<file path="src/design/fdtc_pkg.sv">
// fdtc_pkg: shared widths, frame marks, reset values and tree thresholds
// for the framed decimal tree classifier; no dependencies
package fdtc_pkg;

    localparam int BYTE_W    = 8;
    localparam int VAL_W     = 16;
    localparam int COUNT_W   = 7;
    localparam int CODE_W    = 2;
    localparam int NUM_FEATS = 5;

    // default longest frame, 's' included
    localparam int MAX_FRAME_LEN_DEF = 64;

    // frame marks
    localparam logic [BYTE_W-1:0] START_MARK = 8'h73;  // 's'
    localparam logic [BYTE_W-1:0] END_MARK   = 8'h23;  // '#'
    localparam logic [BYTE_W-1:0] NULL_BYTE  = 8'h00;

    // cleared values: a missing digit counts as 0 - 48 times its weight
    localparam logic [VAL_W-1:0] DEPTH_MISSING = 16'd65488;
    localparam logic [VAL_W-1:0] FEAT_MISSING  = 16'd60208;

    // frame position of the depth digit and of the first feature digit
    localparam logic [COUNT_W-1:0] DEPTH_POS     = 7'd1;
    localparam int                 FEAT_POS_BASE = 3;
    localparam int                 FEAT_STRIDE   = 4;

    // feature slots
    localparam int FEAT_CRU = 1;
    localparam int FEAT_AMP = 2;
    localparam int FEAT_SYM = 3;
    localparam int FEAT_DEV = 4;

    // supported tree depths
    localparam logic [VAL_W-1:0] DEPTH_2 = 16'd2;
    localparam logic [VAL_W-1:0] DEPTH_3 = 16'd3;
    localparam logic [VAL_W-1:0] DEPTH_4 = 16'd4;

    // split thresholds
    localparam logic [VAL_W-1:0] THR_AMP_LO   = 16'd37;
    localparam logic [VAL_W-1:0] THR_AMP_MIN  = 16'd4;
    localparam logic [VAL_W-1:0] THR_AMP_MID  = 16'd42;
    localparam logic [VAL_W-1:0] THR_AMP_HI   = 16'd60;
    localparam logic [VAL_W-1:0] THR_SYM_LO   = 16'd50;
    localparam logic [VAL_W-1:0] THR_SYM_HI   = 16'd84;
    localparam logic [VAL_W-1:0] THR_CRU      = 16'd45;
    localparam logic [VAL_W-1:0] THR_DEV_MIN  = 16'd1;
    localparam logic [VAL_W-1:0] THR_DEV_HI   = 16'd8;

    // class codes
    typedef enum logic [CODE_W-1:0] {
        CLASS_0   = 2'd0,
        CLASS_1   = 2'd1,
        CLASS_2   = 2'd2,
        CLASS_ERR = 2'd3
    } class_code_t;

    typedef logic [NUM_FEATS-1:0][VAL_W-1:0] feat_arr_t;

    // frame values handed to the tree
    typedef struct packed {
        logic [VAL_W-1:0] depth;
        feat_arr_t        feats;
    } frame_vals_t;

endpackage

</file>
<file path="src/design/fdtc_rx_if.sv">
// fdtc_rx_if: valid/ready channel carrying one received byte
// depends on fdtc_pkg for the byte width
interface fdtc_rx_if;
    logic                        valid;
    logic                        ready;
    logic [fdtc_pkg::BYTE_W-1:0] rx_byte;

    modport source (output valid, output rx_byte, input ready);
    modport sink   (input valid, input rx_byte, output ready);
endinterface

</file>
<file path="src/design/fdtc_class_if.sv">
// fdtc_class_if: valid/ready channel carrying one class code
// depends on fdtc_pkg for the code width
interface fdtc_class_if;
    logic                        valid;
    logic                        ready;
    logic [fdtc_pkg::CODE_W-1:0] class_code;

    modport source (output valid, output class_code, input ready);
    modport sink   (input valid, input class_code, output ready);
endinterface

</file>
<file path="src/design/fdtc_tree.sv">
// fdtc_tree: fixed decision trees for depth 2, 3 and 4 over the frame values
// depends on fdtc_pkg
module fdtc_tree (
    input  fdtc_pkg::frame_vals_t vals,
    output fdtc_pkg::class_code_t code
);
    import fdtc_pkg::*;

    logic [VAL_W-1:0] cru;
    logic [VAL_W-1:0] amp;
    logic [VAL_W-1:0] sym;
    logic [VAL_W-1:0] dev;
    class_code_t      code_d2;
    class_code_t      code_d3;
    class_code_t      code_d4;

    assign cru = vals.feats[FEAT_CRU];
    assign amp = vals.feats[FEAT_AMP];
    assign sym = vals.feats[FEAT_SYM];
    assign dev = vals.feats[FEAT_DEV];

    // depth 2 tree
    always_comb
    begin
        priority if (amp <= THR_AMP_LO)
            code_d2 = CLASS_1;
        else if (sym <= THR_SYM_LO)
            code_d2 = CLASS_0;
        else
            code_d2 = CLASS_2;
    end

    // depth 3 tree
    always_comb
    begin
        priority if (amp <= THR_AMP_LO)
            code_d3 = CLASS_1;
        else if (sym <= THR_SYM_LO)
            code_d3 = (cru <= THR_CRU) ? CLASS_0 : CLASS_2;
        else if (sym <= THR_SYM_HI)
            code_d3 = CLASS_2;
        else
            code_d3 = CLASS_0;
    end

    // depth 4 tree
    always_comb
    begin
        priority if (amp <= THR_AMP_LO)
        begin
            if (amp <= THR_AMP_MIN)
                code_d4 = (dev <= THR_DEV_MIN) ? CLASS_1 : CLASS_0;
            else
                code_d4 = CLASS_1;
        end
        else if (sym <= THR_SYM_LO)
        begin
            if (cru <= THR_CRU)
                code_d4 = (amp <= THR_AMP_MID) ? CLASS_1 : CLASS_0;
            else
                code_d4 = (dev <= THR_DEV_HI) ? CLASS_2 : CLASS_0;
        end
        else if (sym <= THR_SYM_HI)
            code_d4 = CLASS_2;
        else
            code_d4 = (amp <= THR_AMP_HI) ? CLASS_1 : CLASS_0;
    end

    // pick the tree by depth, anything else is an error
    always_comb
    begin
        priority if (vals.depth == DEPTH_2)
            code = code_d2;
        else if (vals.depth == DEPTH_3)
            code = code_d3;
        else if (vals.depth == DEPTH_4)
            code = code_d4;
        else
            code = CLASS_ERR;
    end

endmodule

</file>
<file path="src/design/framed_decimal_tree_classifier_top.sv">
// framed_decimal_tree_classifier_top: frame parser, decimal accumulators and
// output register; depends on fdtc_pkg, fdtc_rx_if, fdtc_class_if, fdtc_tree
//
//   port   dir  fields       transfer when
//   rx     in   rx_byte      rx.valid && rx.ready
//   res    out  class_code   res.valid && res.ready
//
// One byte per cycle while the output register can take a result: a byte is
// first held in the input register, then the frame state updates and a class
// code on '#' lands in the output register. Result valid is registered with it,
// when the '#' leaves the input register.
// Reset clears the frame state and both valid flags.
// A result held in the output register stalls the input register only while
// res.ready is low; rx.ready then drops once the input register is full.
module framed_decimal_tree_classifier_top #(
    parameter int MAX_FRAME_LEN = fdtc_pkg::MAX_FRAME_LEN_DEF
) (
    input  logic                clk,
    input  logic                rst_n,
    fdtc_rx_if.sink             rx,
    fdtc_class_if.source        res
);
    import fdtc_pkg::*;

    localparam logic [COUNT_W-1:0] MAX_COUNT = COUNT_W'(MAX_FRAME_LEN);

    // input register
    logic                 in_valid_reg;
    logic [BYTE_W-1:0]    in_byte_reg;
    logic                 advance;

    // frame state
    logic [COUNT_W-1:0]   count_reg;
    logic [COUNT_W-1:0]   count_next;
    logic [VAL_W-1:0]     depth_reg;
    logic [VAL_W-1:0]     depth_next;
    feat_arr_t            feats_reg;
    feat_arr_t            feats_next;

    // output register
    logic                 out_valid_reg;
    logic                 out_valid_next;
    class_code_t          out_code_reg;
    logic                 emit;

    frame_vals_t          vals;
    class_code_t          tree_code;

    logic [VAL_W-1:0]     b1;
    logic [VAL_W-1:0]     b10;
    logic [VAL_W-1:0]     b100;

    // the input register moves on whenever the output register can take a result
    assign advance  = !out_valid_reg || res.ready;
    assign rx.ready = !in_valid_reg || advance;

    always_ff @(posedge clk or negedge rst_n)
    begin
        if (!rst_n)
            in_valid_reg <= 1'b0;
        else if (rx.ready)
            in_valid_reg <= rx.valid;
    end

    always_ff @(posedge clk)
    begin
        if (rx.ready && rx.valid)
            in_byte_reg <= rx.rx_byte;
    end

    // weighted byte values by shift and add
    assign b1   = VAL_W'(in_byte_reg);
    assign b10  = (b1 << 3) + (b1 << 1);
    assign b100 = (b1 << 6) + (b1 << 5) + (b1 << 2);

    // decision tree over the current frame values
    assign vals.depth = depth_reg;
    assign vals.feats = feats_reg;

    fdtc_tree u_tree (
        .vals (vals),
        .code (tree_code)
    );

    // frame parsing and accumulation
    always_comb
    begin
        count_next = count_reg;
        depth_next = depth_reg;
        feats_next = feats_reg;
        emit       = 1'b0;
        if (in_valid_reg && advance && in_byte_reg != NULL_BYTE)
        begin
            priority if (count_reg == '0)
            begin
                if (in_byte_reg == START_MARK)
                    count_next = COUNT_W'(1);
            end
            else if (count_reg >= MAX_COUNT)
            begin
                count_next = '0;
                depth_next = DEPTH_MISSING;
                feats_next = {NUM_FEATS{FEAT_MISSING}};
            end
            else if (in_byte_reg == END_MARK)
            begin
                emit       = 1'b1;
                count_next = '0;
                depth_next = DEPTH_MISSING;
                feats_next = {NUM_FEATS{FEAT_MISSING}};
            end
            else
            begin
                count_next = count_reg + COUNT_W'(1);
                if (count_reg == DEPTH_POS)
                    depth_next = depth_reg + b1;
                for (int f = 0; f < NUM_FEATS; f++)
                begin
                    if (count_reg == COUNT_W'(FEAT_POS_BASE + FEAT_STRIDE * f))
                        feats_next[f] = feats_reg[f] + b100;
                    else if (count_reg == COUNT_W'(FEAT_POS_BASE + FEAT_STRIDE * f + 1))
                        feats_next[f] = feats_reg[f] + b10;
                    else if (count_reg == COUNT_W'(FEAT_POS_BASE + FEAT_STRIDE * f + 2))
                        feats_next[f] = feats_reg[f] + b1;
                end
            end
        end
    end

    always_ff @(posedge clk or negedge rst_n)
    begin
        if (!rst_n)
        begin
            count_reg <= '0;
            depth_reg <= DEPTH_MISSING;
            feats_reg <= {NUM_FEATS{FEAT_MISSING}};
        end
        else
        begin
            count_reg <= count_next;
            depth_reg <= depth_next;
            feats_reg <= feats_next;
        end
    end

    // output register
    always_comb
    begin
        out_valid_next = out_valid_reg;
        if (advance)
            out_valid_next = emit;
    end

    always_ff @(posedge clk or negedge rst_n)
    begin
        if (!rst_n)
            out_valid_reg <= 1'b0;
        else
            out_valid_reg <= out_valid_next;
    end

    always_ff @(posedge clk)
    begin
        if (emit)
            out_code_reg <= tree_code;
    end

    assign res.valid      = out_valid_reg;
    assign res.class_code = out_code_reg;

endmodule

</file>
<file path="src/flat_wrapper.sv">
// flat-port wrapper written by rule: the top's interface ports become plain ports
module framed_decimal_tree_classifier_top_flat import fdtc_pkg::*;
#(
    parameter int MAX_FRAME_LEN = fdtc_pkg::MAX_FRAME_LEN_DEF
)
  (clk, rst_n, rx_valid, rx_rx_byte, rx_ready, res_valid, res_class_code, res_ready);
  fdtc_rx_if rx_i ();
  fdtc_class_if res_i ();
  input  logic clk;
  input  logic rst_n;
  input wire logic [$bits(rx_i.valid)-1:0] rx_valid;
  input wire logic [$bits(rx_i.rx_byte)-1:0] rx_rx_byte;
  output wire logic [$bits(rx_i.ready)-1:0] rx_ready;
  output wire logic [$bits(res_i.valid)-1:0] res_valid;
  output wire logic [$bits(res_i.class_code)-1:0] res_class_code;
  input wire logic [$bits(res_i.ready)-1:0] res_ready;
  assign rx_i.valid = rx_valid;
  assign rx_i.rx_byte = rx_rx_byte;
  assign rx_ready = rx_i.ready;
  assign res_valid = res_i.valid;
  assign res_class_code = res_i.class_code;
  assign res_i.ready = res_ready;
  framed_decimal_tree_classifier_top #(.MAX_FRAME_LEN(MAX_FRAME_LEN)) u_core (.clk(clk), .rst_n(rst_n), .rx(rx_i), .res(res_i));
endmodule
</file>
<file path="config.mk">
export PLATFORM = sky130hd
export DESIGN_NAME = framed_decimal_tree_classifier_top_flat
export DESIGN_NICKNAME = d
export VERILOG_FILES = /design/src/design/fdtc_pkg.sv /design/src/design/fdtc_rx_if.sv /design/src/design/fdtc_class_if.sv /design/src/design/fdtc_tree.sv /design/src/design/framed_decimal_tree_classifier_top.sv /design/src/flat_wrapper.sv
export SDC_FILE = /design/constraint.sdc
export NUM_CORES = 1
export LEC_CHECK = 0
export BUFFER_PORTS_ARGS = -buffer_cell sky130_fd_sc_hd__buf_4
export CAP_MARGIN = 20
export CORE_MARGIN = 3
export CORE_UTILIZATION = 50
export CTS_CLUSTER_DIAMETER = 120
export CTS_CLUSTER_SIZE = 16
export DETAILED_ROUTE_END_ITERATION = 10
export GPL_TIMING_DRIVEN = 0
export PLACE_DENSITY = 0.66
export SYNTH_ARGS = -nofsm -noshare
export SYNTH_HDL_FRONTEND = slang
export SYNTH_SLANG_ARGS = --single-unit
</file>
<file path="constraint.sdc">
create_clock -name clk -period 6.2 [get_ports clk]
set_clock_uncertainty 0.15 [all_clocks]
set_input_delay 0 -clock clk [delete_from_list [all_inputs] [get_ports clk]]
set_output_delay 0 -clock clk [all_outputs]
set_load 0.02 [all_outputs]
</file>
==> impl_metrics.toml, run 1 <==
[synth]
yosys.cell_types.count = 85
netlist_instances = 1470
synth_flop_cell = "dfrtp_1"
synth_area_mm2 = 0.01211
async_reset_ff_share_pct = 89.90
synth_edf_count = 10
synth_seq_area_share_pct = 21.32
ys_ff_latch = 99
synth.avg_cell_area_um2 = 8.236
ys_warn_count = 0
syn_nets = 1664

[floorplanning]
core_mm2 = 0.02361
io_pins = 16
row_count = 56
dieArea_mm2 = 0.02612
initial_utilization_pct = 51.27
die_h_um = 161.6
chipWidth_um = 161.6

[layout]
largest_reg_flops = 64
seq_area_mm2 = 0.002581
drive_above_1_share_pct = 8.487
n_antenna_cell = 0
final_cells = 1839
nFillCells = 2247
area_growth_pct = 8.527
design_area_mm2 = 0.01314
multi_input_area_mm2 = 0.009200
nets = 1709

[critical_path]
crit_top_cell = "inv_1"
critPathLaunchType = "register"
r2r_cells = 17
r2r_slack_ns = 0.63
regToRegEndpoint = "u_core.feats_reg[77]$_DFFE_PN1P_"
slowest_delay_ns = 1.14
worstReg2RegStart = "u_core.in_byte_reg[2]$_DFFE_PP_"
path_cells = "inv_1 > fa_1 > inv_1 > ha_1 > nor2b_1 > o31a_1 > a21oi_1 > ha_1 > inv_1 > o21bai_1 > a221oi_1 > o21bai_1 > a21oi_1 > xnor2_1 > nor2_1 > a31oi_1 > o22a_1"
crit_end = "u_core.feats_reg[77]$_DFFE_PN1P_"
cp-startpoint = "u_core.in_byte_reg[2]$_DFFE_PP_"
crit_slowest_cell = "edfxtp_1"
crit_arrival_ns = 5.73
crit_required_ns = 6.36
end_kind = "register"
crit_type = "reg2reg"
worst-path-max-fanout = 14

[global_routing]
grt_first_pass_wirelength_um = 60290
grt_pass1_vias = 11180
grt.busiest_layer = "met2"
globalRouteMet3Util_pct = 5.155
grt_max_degree = 55
grt_use_met2_pct = 45.80
grt.overflow.total = 0
gr-usage-met1_pct = 39.83
antenna_found_initial = 1
grtUsageTotal_pct = 29.14

[cts]
clockBufferDepth = 2
clk-insertion-delay-late_ns = 0.37
cts_tree = "built"
cts_hold_buffers = 12
htreeDepth = 3
cts_setup_buffers = 0
numCtsBuffers = 9
clockRootBuffer = "clkbuf_16"
post_cts_resized = 0
clock-sinks = 99
path_clk_slew_ns = 0.08

[routing]
first_pass_iters = 5
drtIter0Drc = 954
drt_wl_total_um = 37700
ant_nets = 0
avgRoutedWirePerCell_um = 20.50
drc = 0
via_per_inst = 6.244
num_vias = 11480

[placed_design]
gp_congestion = 0.9390
placed_cell_area_mm2 = 0.01272
place_inst = 1810
dpl.hpwl_um = 27900
io_buffers = 15

[timing]
fmax_mhz = 179.7
maxSlewViolCount = 0
period_needed_ns = 5.566
finalHoldViolations = 0
tightest_slew_ns = 1.182
rsz0062_at_grt = "no"
slew_headroom_pct = 21.21
timing.setup.tns_ns = 0
finalSetupViolCount = 0
fin_crit_sh_pct = 89.77

[power]
powerDensity_mw_per_mm2 = 469.1
vdd_drop_max_mv = 0.2227
p_leak_nw = 5.861

[hold_path]
hp-class = "in2async"

[status]
status = "finished, final reports clean"

[run]
max_cap_violations = 0
## worst min-delay path by stage
| stage | slack, ns | startpoint | to | depth (start not counted) |
|---|---|---|---|---|
| floorplan | -0.45 | rst_n | u_core.count_reg[0]$_DFFE_PN0P_ | 0 |
| global placement | 0.03 | rx_rx_byte[3] | u_core.in_byte_reg[3]$_DFFE_PP_ | 1 |
| detailed placement | -0.13 | rst_n | u_core.feats_reg[18]$_DFFE_PN0P_ | 1 |
| CTS | 0.02 | rst_n | u_core.feats_reg[18]$_DFFE_PN0P_ | 2 |
| global route | 0.06 | rst_n | u_core.feats_reg[18]$_DFFE_PN0P_ | 2 |
| finish | 0.009 | rst_n | u_core.feats_reg[18]$_DFFE_PN0P_ | 2 |
## metrics by stage
stage                     hold slack [ns]  util [%]  setup WS (ns)  total power, mW
final                            0.008672     55.64         0.6343            6.163
after CTS                         0.02357     55.58         0.6180            6.122
after detailed placement          -0.1318     53.86         0.6440            5.493
after floorplan                   -0.4456         -          1.230            4.559
after global placement            0.02901     53.44       -0.09124            5.398
after global routing              0.06046     55.64         0.4970            6.761
## cells in the final DEF, fill, tap and decap left out, drive strengths merged, types with 6 or more instances in the layout
cell	synthesis	final
a211oi	31	31
a21o	39	39
a21oi	161	161
a22o	8	8
a31oi	14	14
and2	7	7
and3	12	12
buf	10	32
clkbuf	23	32
dfrtp	46	46
dfstp	43	43
dlygate4sd3	0	12
edfxtp	10	10
fa	16	16
ha	166	166
inv	49	51
mux2i	8	8
nand2	117	117
nand2b	22	22
nand3	46	46
nand4	18	18
nor2	124	124
nor2b	15	15
nor3	26	26
nor3b	7	7
nor4	13	13
o211ai	15	15
o21a	22	22
o21ai	130	130
o21bai	21	21
o22a	13	13
o31ai	9	9
or2	9	9
or3	6	6
xnor2	86	86
xor2	51	51
## where the power goes
part | total (mW) | switching, mW | internal [mW]
clock network | 0.592 | 0.311 | 0.280
logic | 4.25 | 2.36 | 1.88
registers | 1.33 | 0.385 | 0.942
total | 6.16 | 3.06 | 3.10
## final cells by class
| class | instances | area share, % |
|---|---|---|
| multi-input cells | 1289 | 70.02 |
| flip-flops and latches | 99 | 19.65 |
| well taps | 319 | 3.038 |
| repair buffers | 34 | 2.647 |
| clock buffers | 9 | 1.714 |
| inverters | 49 | 1.400 |
| plain buffers | 33 | 1.076 |
| clock inverters | 7 | 0.4571 |
## synthesized netlist by cell type, types with 9 or more instances
master	instances	area [µm²]
xnor2_1	86	753.2
nor4_1	13	81.33
xor2_1	51	446.7
o31ai_1	9	67.56
o22a_1	13	113.9
nor3_1	24	120.1
nand2_1	115	431.7
fa_1	16	320.3
dfstp_2	43	1130
a21oi_1	157	785.8
o21bai_1	21	157.7
ha_1	166	2077
a31oi_1	14	87.58
nand2b_1	22	137.6
nor2b_1	15	93.84
nand3_1	45	225.2
a211oi_1	30	225.2
a21o_1	39	292.8
o21ai_0	121	605.6
inv_1	49	183.9
o211ai_1	14	105.1
clkbuf_1	23	86.33
nand4_1	17	106.4
and3_1	12	75.07
nor2_1	121	454.2
dfrtp_1	46	1151
edfxtp_1	10	300.3
o21a_1	22	165.2
## critical path, delay by kind of cell (launching register included)
family | cells | cell delay (ns)
compound gates | 8 | 2.14
fa+ha+maj | 3 | 1.28
flops | 1 | 1.14
buf+inv | 3 | 0.37
simple gates | 2 | 0.22
xor+xnor | 1 | 0.17
## metal layers
layer / wire length (µm) / share of wire [%]
met5: 13 / 0.034
met4: 1533 / 4.1
met3: 2857 / 7.6
met1: 16510 / 44
met2: 16780 / 45
## cells by family after synthesis
family	synth area share [%]
buffers and inverters	2.687
adders and majority gates	19.80
and+or+nand+nor	17.60
DFF	21.32
xor gates and xnor gates	9.911
AOI/OAI and AO/OA	27.74
muxes	0.9405
No activity file was read; power rests on OpenSTA's default activity.
==> inputs of run 2 (changes only) <==
- CELL_PAD_IN_SITES_DETAIL_PLACEMENT: unset -> 0
- CELL_PAD_IN_SITES_GLOBAL_PLACEMENT: unset -> 2
- CORE_UTILIZATION: 50 -> 41
- PLACE_DENSITY: 0.66 -> unset
- PLACE_DENSITY_LB_ADDON: unset -> 0.1
==> impl_metrics.toml, run 2 (synthesis results as in run 1) <==
[cts]
cts_setup_buffers = 0
numCtsBuffers = 9
htreeDepth = 3
clock-sinks = 99
path_clk_slew_ns = 0.09
clk-insertion-delay-late_ns = 0.37
clockBufferDepth = 2
clockRootBuffer = "clkbuf_16"
cts_tree = "built"

[critical_path]
crit_type = "reg2reg"
r2r_cells = 18
slowest_delay_ns = 1.07
path_buf_inv = 2
cp.depth = 18
path_cells = "ha_1 > inv_1 > fa_1 > xnor2_1 > ha_1 > inv_1 > o21bai_1 > a21oi_1 > xnor2_1 > ha_1 > or2_2 > o211ai_1 > o21ai_0 > a31oi_1 > xnor2_1 > o22a_1 > a21oi_1 > o22a_1"
worst-path-max-fanout = 17
crit_required_ns = 6.36
path_delay_family = "adder cells"
crit_slowest_cell = "edfxtp_1"
crit_arrival_ns = 5.98
end_kind = "register"
critPathLaunchType = "register"

[routing]
drt_wl_total_um = 40470
first_pass_iters = 5
wl_met1_um = 19710
wl_met2_um = 18400
ant_nets = 0
via_per_inst = 5.839
avgRoutedWirePerCell_um = 21.20
wl_met3_um = 1590
top_layer = "met4"
drtIter0Drc = 799
num_vias = 11150
drc = 0

[layout]
design_area_mm2 = 0.01326
final_common_cell = "ha_1"
area_growth_pct = 9.539
drive_above_1_share_pct = 8.852
largest_reg_flops = 64
n_antenna_cell = 0
nets = 1714
nFillCells = 2913
final_cell_mix = "ha_1 (166), a21oi_1 (157), nor2_1 (121), o21ai_0 (121), nand2_1 (115)"

[power]
intPower_mw = 3.125
powerDensity_mw_per_mm2 = 470.0
swShare_pct = 49.87
p_leak_nw = 5.892
power_mw = 6.233
clockPowerShare_pct = 9.5
vdd_drop_max_mv = 0.1475
p_switching_mw = 3.108
pwr-share-seq_pct = 21.3
p_comb_share_pct = 69.2

[timing]
tightest_slew_ns = 1.228
timing.hold.ws_ns = 0.02221
rsz0062_at_grt = "no"
finalHoldViolations = 0
timing.setup.tns_ns = 0
slew_headroom_pct = 17.57
fmax_mhz = 172.0
maxSlewViolCount = 0
fin_crit_sh_pct = 93.80
period_needed_ns = 5.816
worst_slack_ns = 0.3845
finalSetupViolCount = 0

[run]
max_cap_violations = 0

[placed_design]
placed_cell_area_mm2 = 0.01285
io_buffers = 15
preCtsSetupSlack_ns = 0.4116
dpl.hpwl_um = 30430
gp_congestion = 0.8440

[global_routing]
grt_pass1_vias = 10550
grt_max_degree = 53
grt_first_pass_wirelength_um = 61960
grt.overflow.total = 0
grtUsageTotal_pct = 25.52
antenna_found_initial = 1

[floorplanning]
chipWidth_um = 177.8
row_count = 62
dieArea_mm2 = 0.03163
core_mm2 = 0.02894
die_h_um = 177.8
io_pins = 16
initial_utilization_pct = 41.84

[status]
status = "finished, final reports clean"

[hold_path]
hp-class = "in2async"
-- run 2: metrics by stage --
| stage | utilization, % | cells |
|---|---|---|
| 2_1_floorplan | - | 1470 |
| 3_3_place_gp | 43.89 | 1869 |
| 3_5_place_dp | 44.40 | 1881 |
| 4_1_cts | 45.83 | 1909 |
| 5_1_grt | 45.83 | 1909 |
| 6_report | 45.83 | 1909 |
-- run 2: layout make-up --
type                    instances  area (µm²)  area share [%]
clock inverters                 7       67.56          0.5095
inverters                      49       183.9           1.387
flip-flops and latches         99        2581           19.46
plain buffers                  33       141.4           1.066
clock buffers                   9       225.2           1.698
well taps                     384       480.5           3.623
repair buffers                 39       381.6           2.878
multi-input cells            1289        9200           69.37
-- run 2: layer usage --
metal / vias up / GRT usage [%]
met5: - / 0
met4: 0 / 5.923
met3: 38 / 3.102
met2: 221 / 40.62
met1: 5318 / 36.86
li1: 5569 / -
-- run 2: power groups by stage --
stage	combinational [mW]	sequential (mW)	clock (mW)
after floorplan	3.36	1.20	0
after global placement	4.20	1.34	0
after detailed placement	4.26	1.33	0
after CTS	4.30	1.32	0.600
after global routing	4.84	1.37	0.622
final	4.31	1.33	0.592
-- run 2: path summary, 6_finish.rpt --
kind	end	startpoint	slack [ns]
worst max register to register	u_core.feats_reg[47]$_DFFE_PN1P_	u_core.in_byte_reg[0]$_DFFE_PP_	0.38
worst min register to register	u_core.feats_reg[79]$_DFFE_PN1P_	u_core.feats_reg[79]$_DFFE_PN1P_	0.36
worst max-delay path	u_core.feats_reg[47]$_DFFE_PN1P_	u_core.in_byte_reg[0]$_DFFE_PP_	0.38
min in group clk	u_core.in_byte_reg[3]$_DFFE_PP_	rx_rx_byte[3]	0.19
max in group asynchronous	u_core.feats_reg[63]$_DFFE_PN1P_	rst_n	5.14
worst min-delay path	u_core.feats_reg[32]$_DFFE_PN0P_	rst_n	0.02
-- run 2: worst reg2reg max path: stages, from the launching register on --
cell and delay [ns]:
edfxtp_1 1.07, ha_1 0.43, inv_1 0.09, fa_1 0.40
xnor2_1 0.15, ha_1 0.35, inv_1 0.05, o21bai_1 0.16
a21oi_1 0.12, xnor2_1 0.82, ha_1 0.42, or2_2 0.29
o211ai_1 0.14, o21ai_0 0.23, a31oi_1 0.25, xnor2_1 0.11
o22a_1 0.22, a21oi_1 0.15, o22a_1 0.16
-- run 2: repair_timing --
| action | in CTS | in global routing |
|---|---|---|
| endpoints found under the hold margin | 73 | 0 |
| resized for setup | 0 | 0 |
| hold buffers | 12 | 0 |
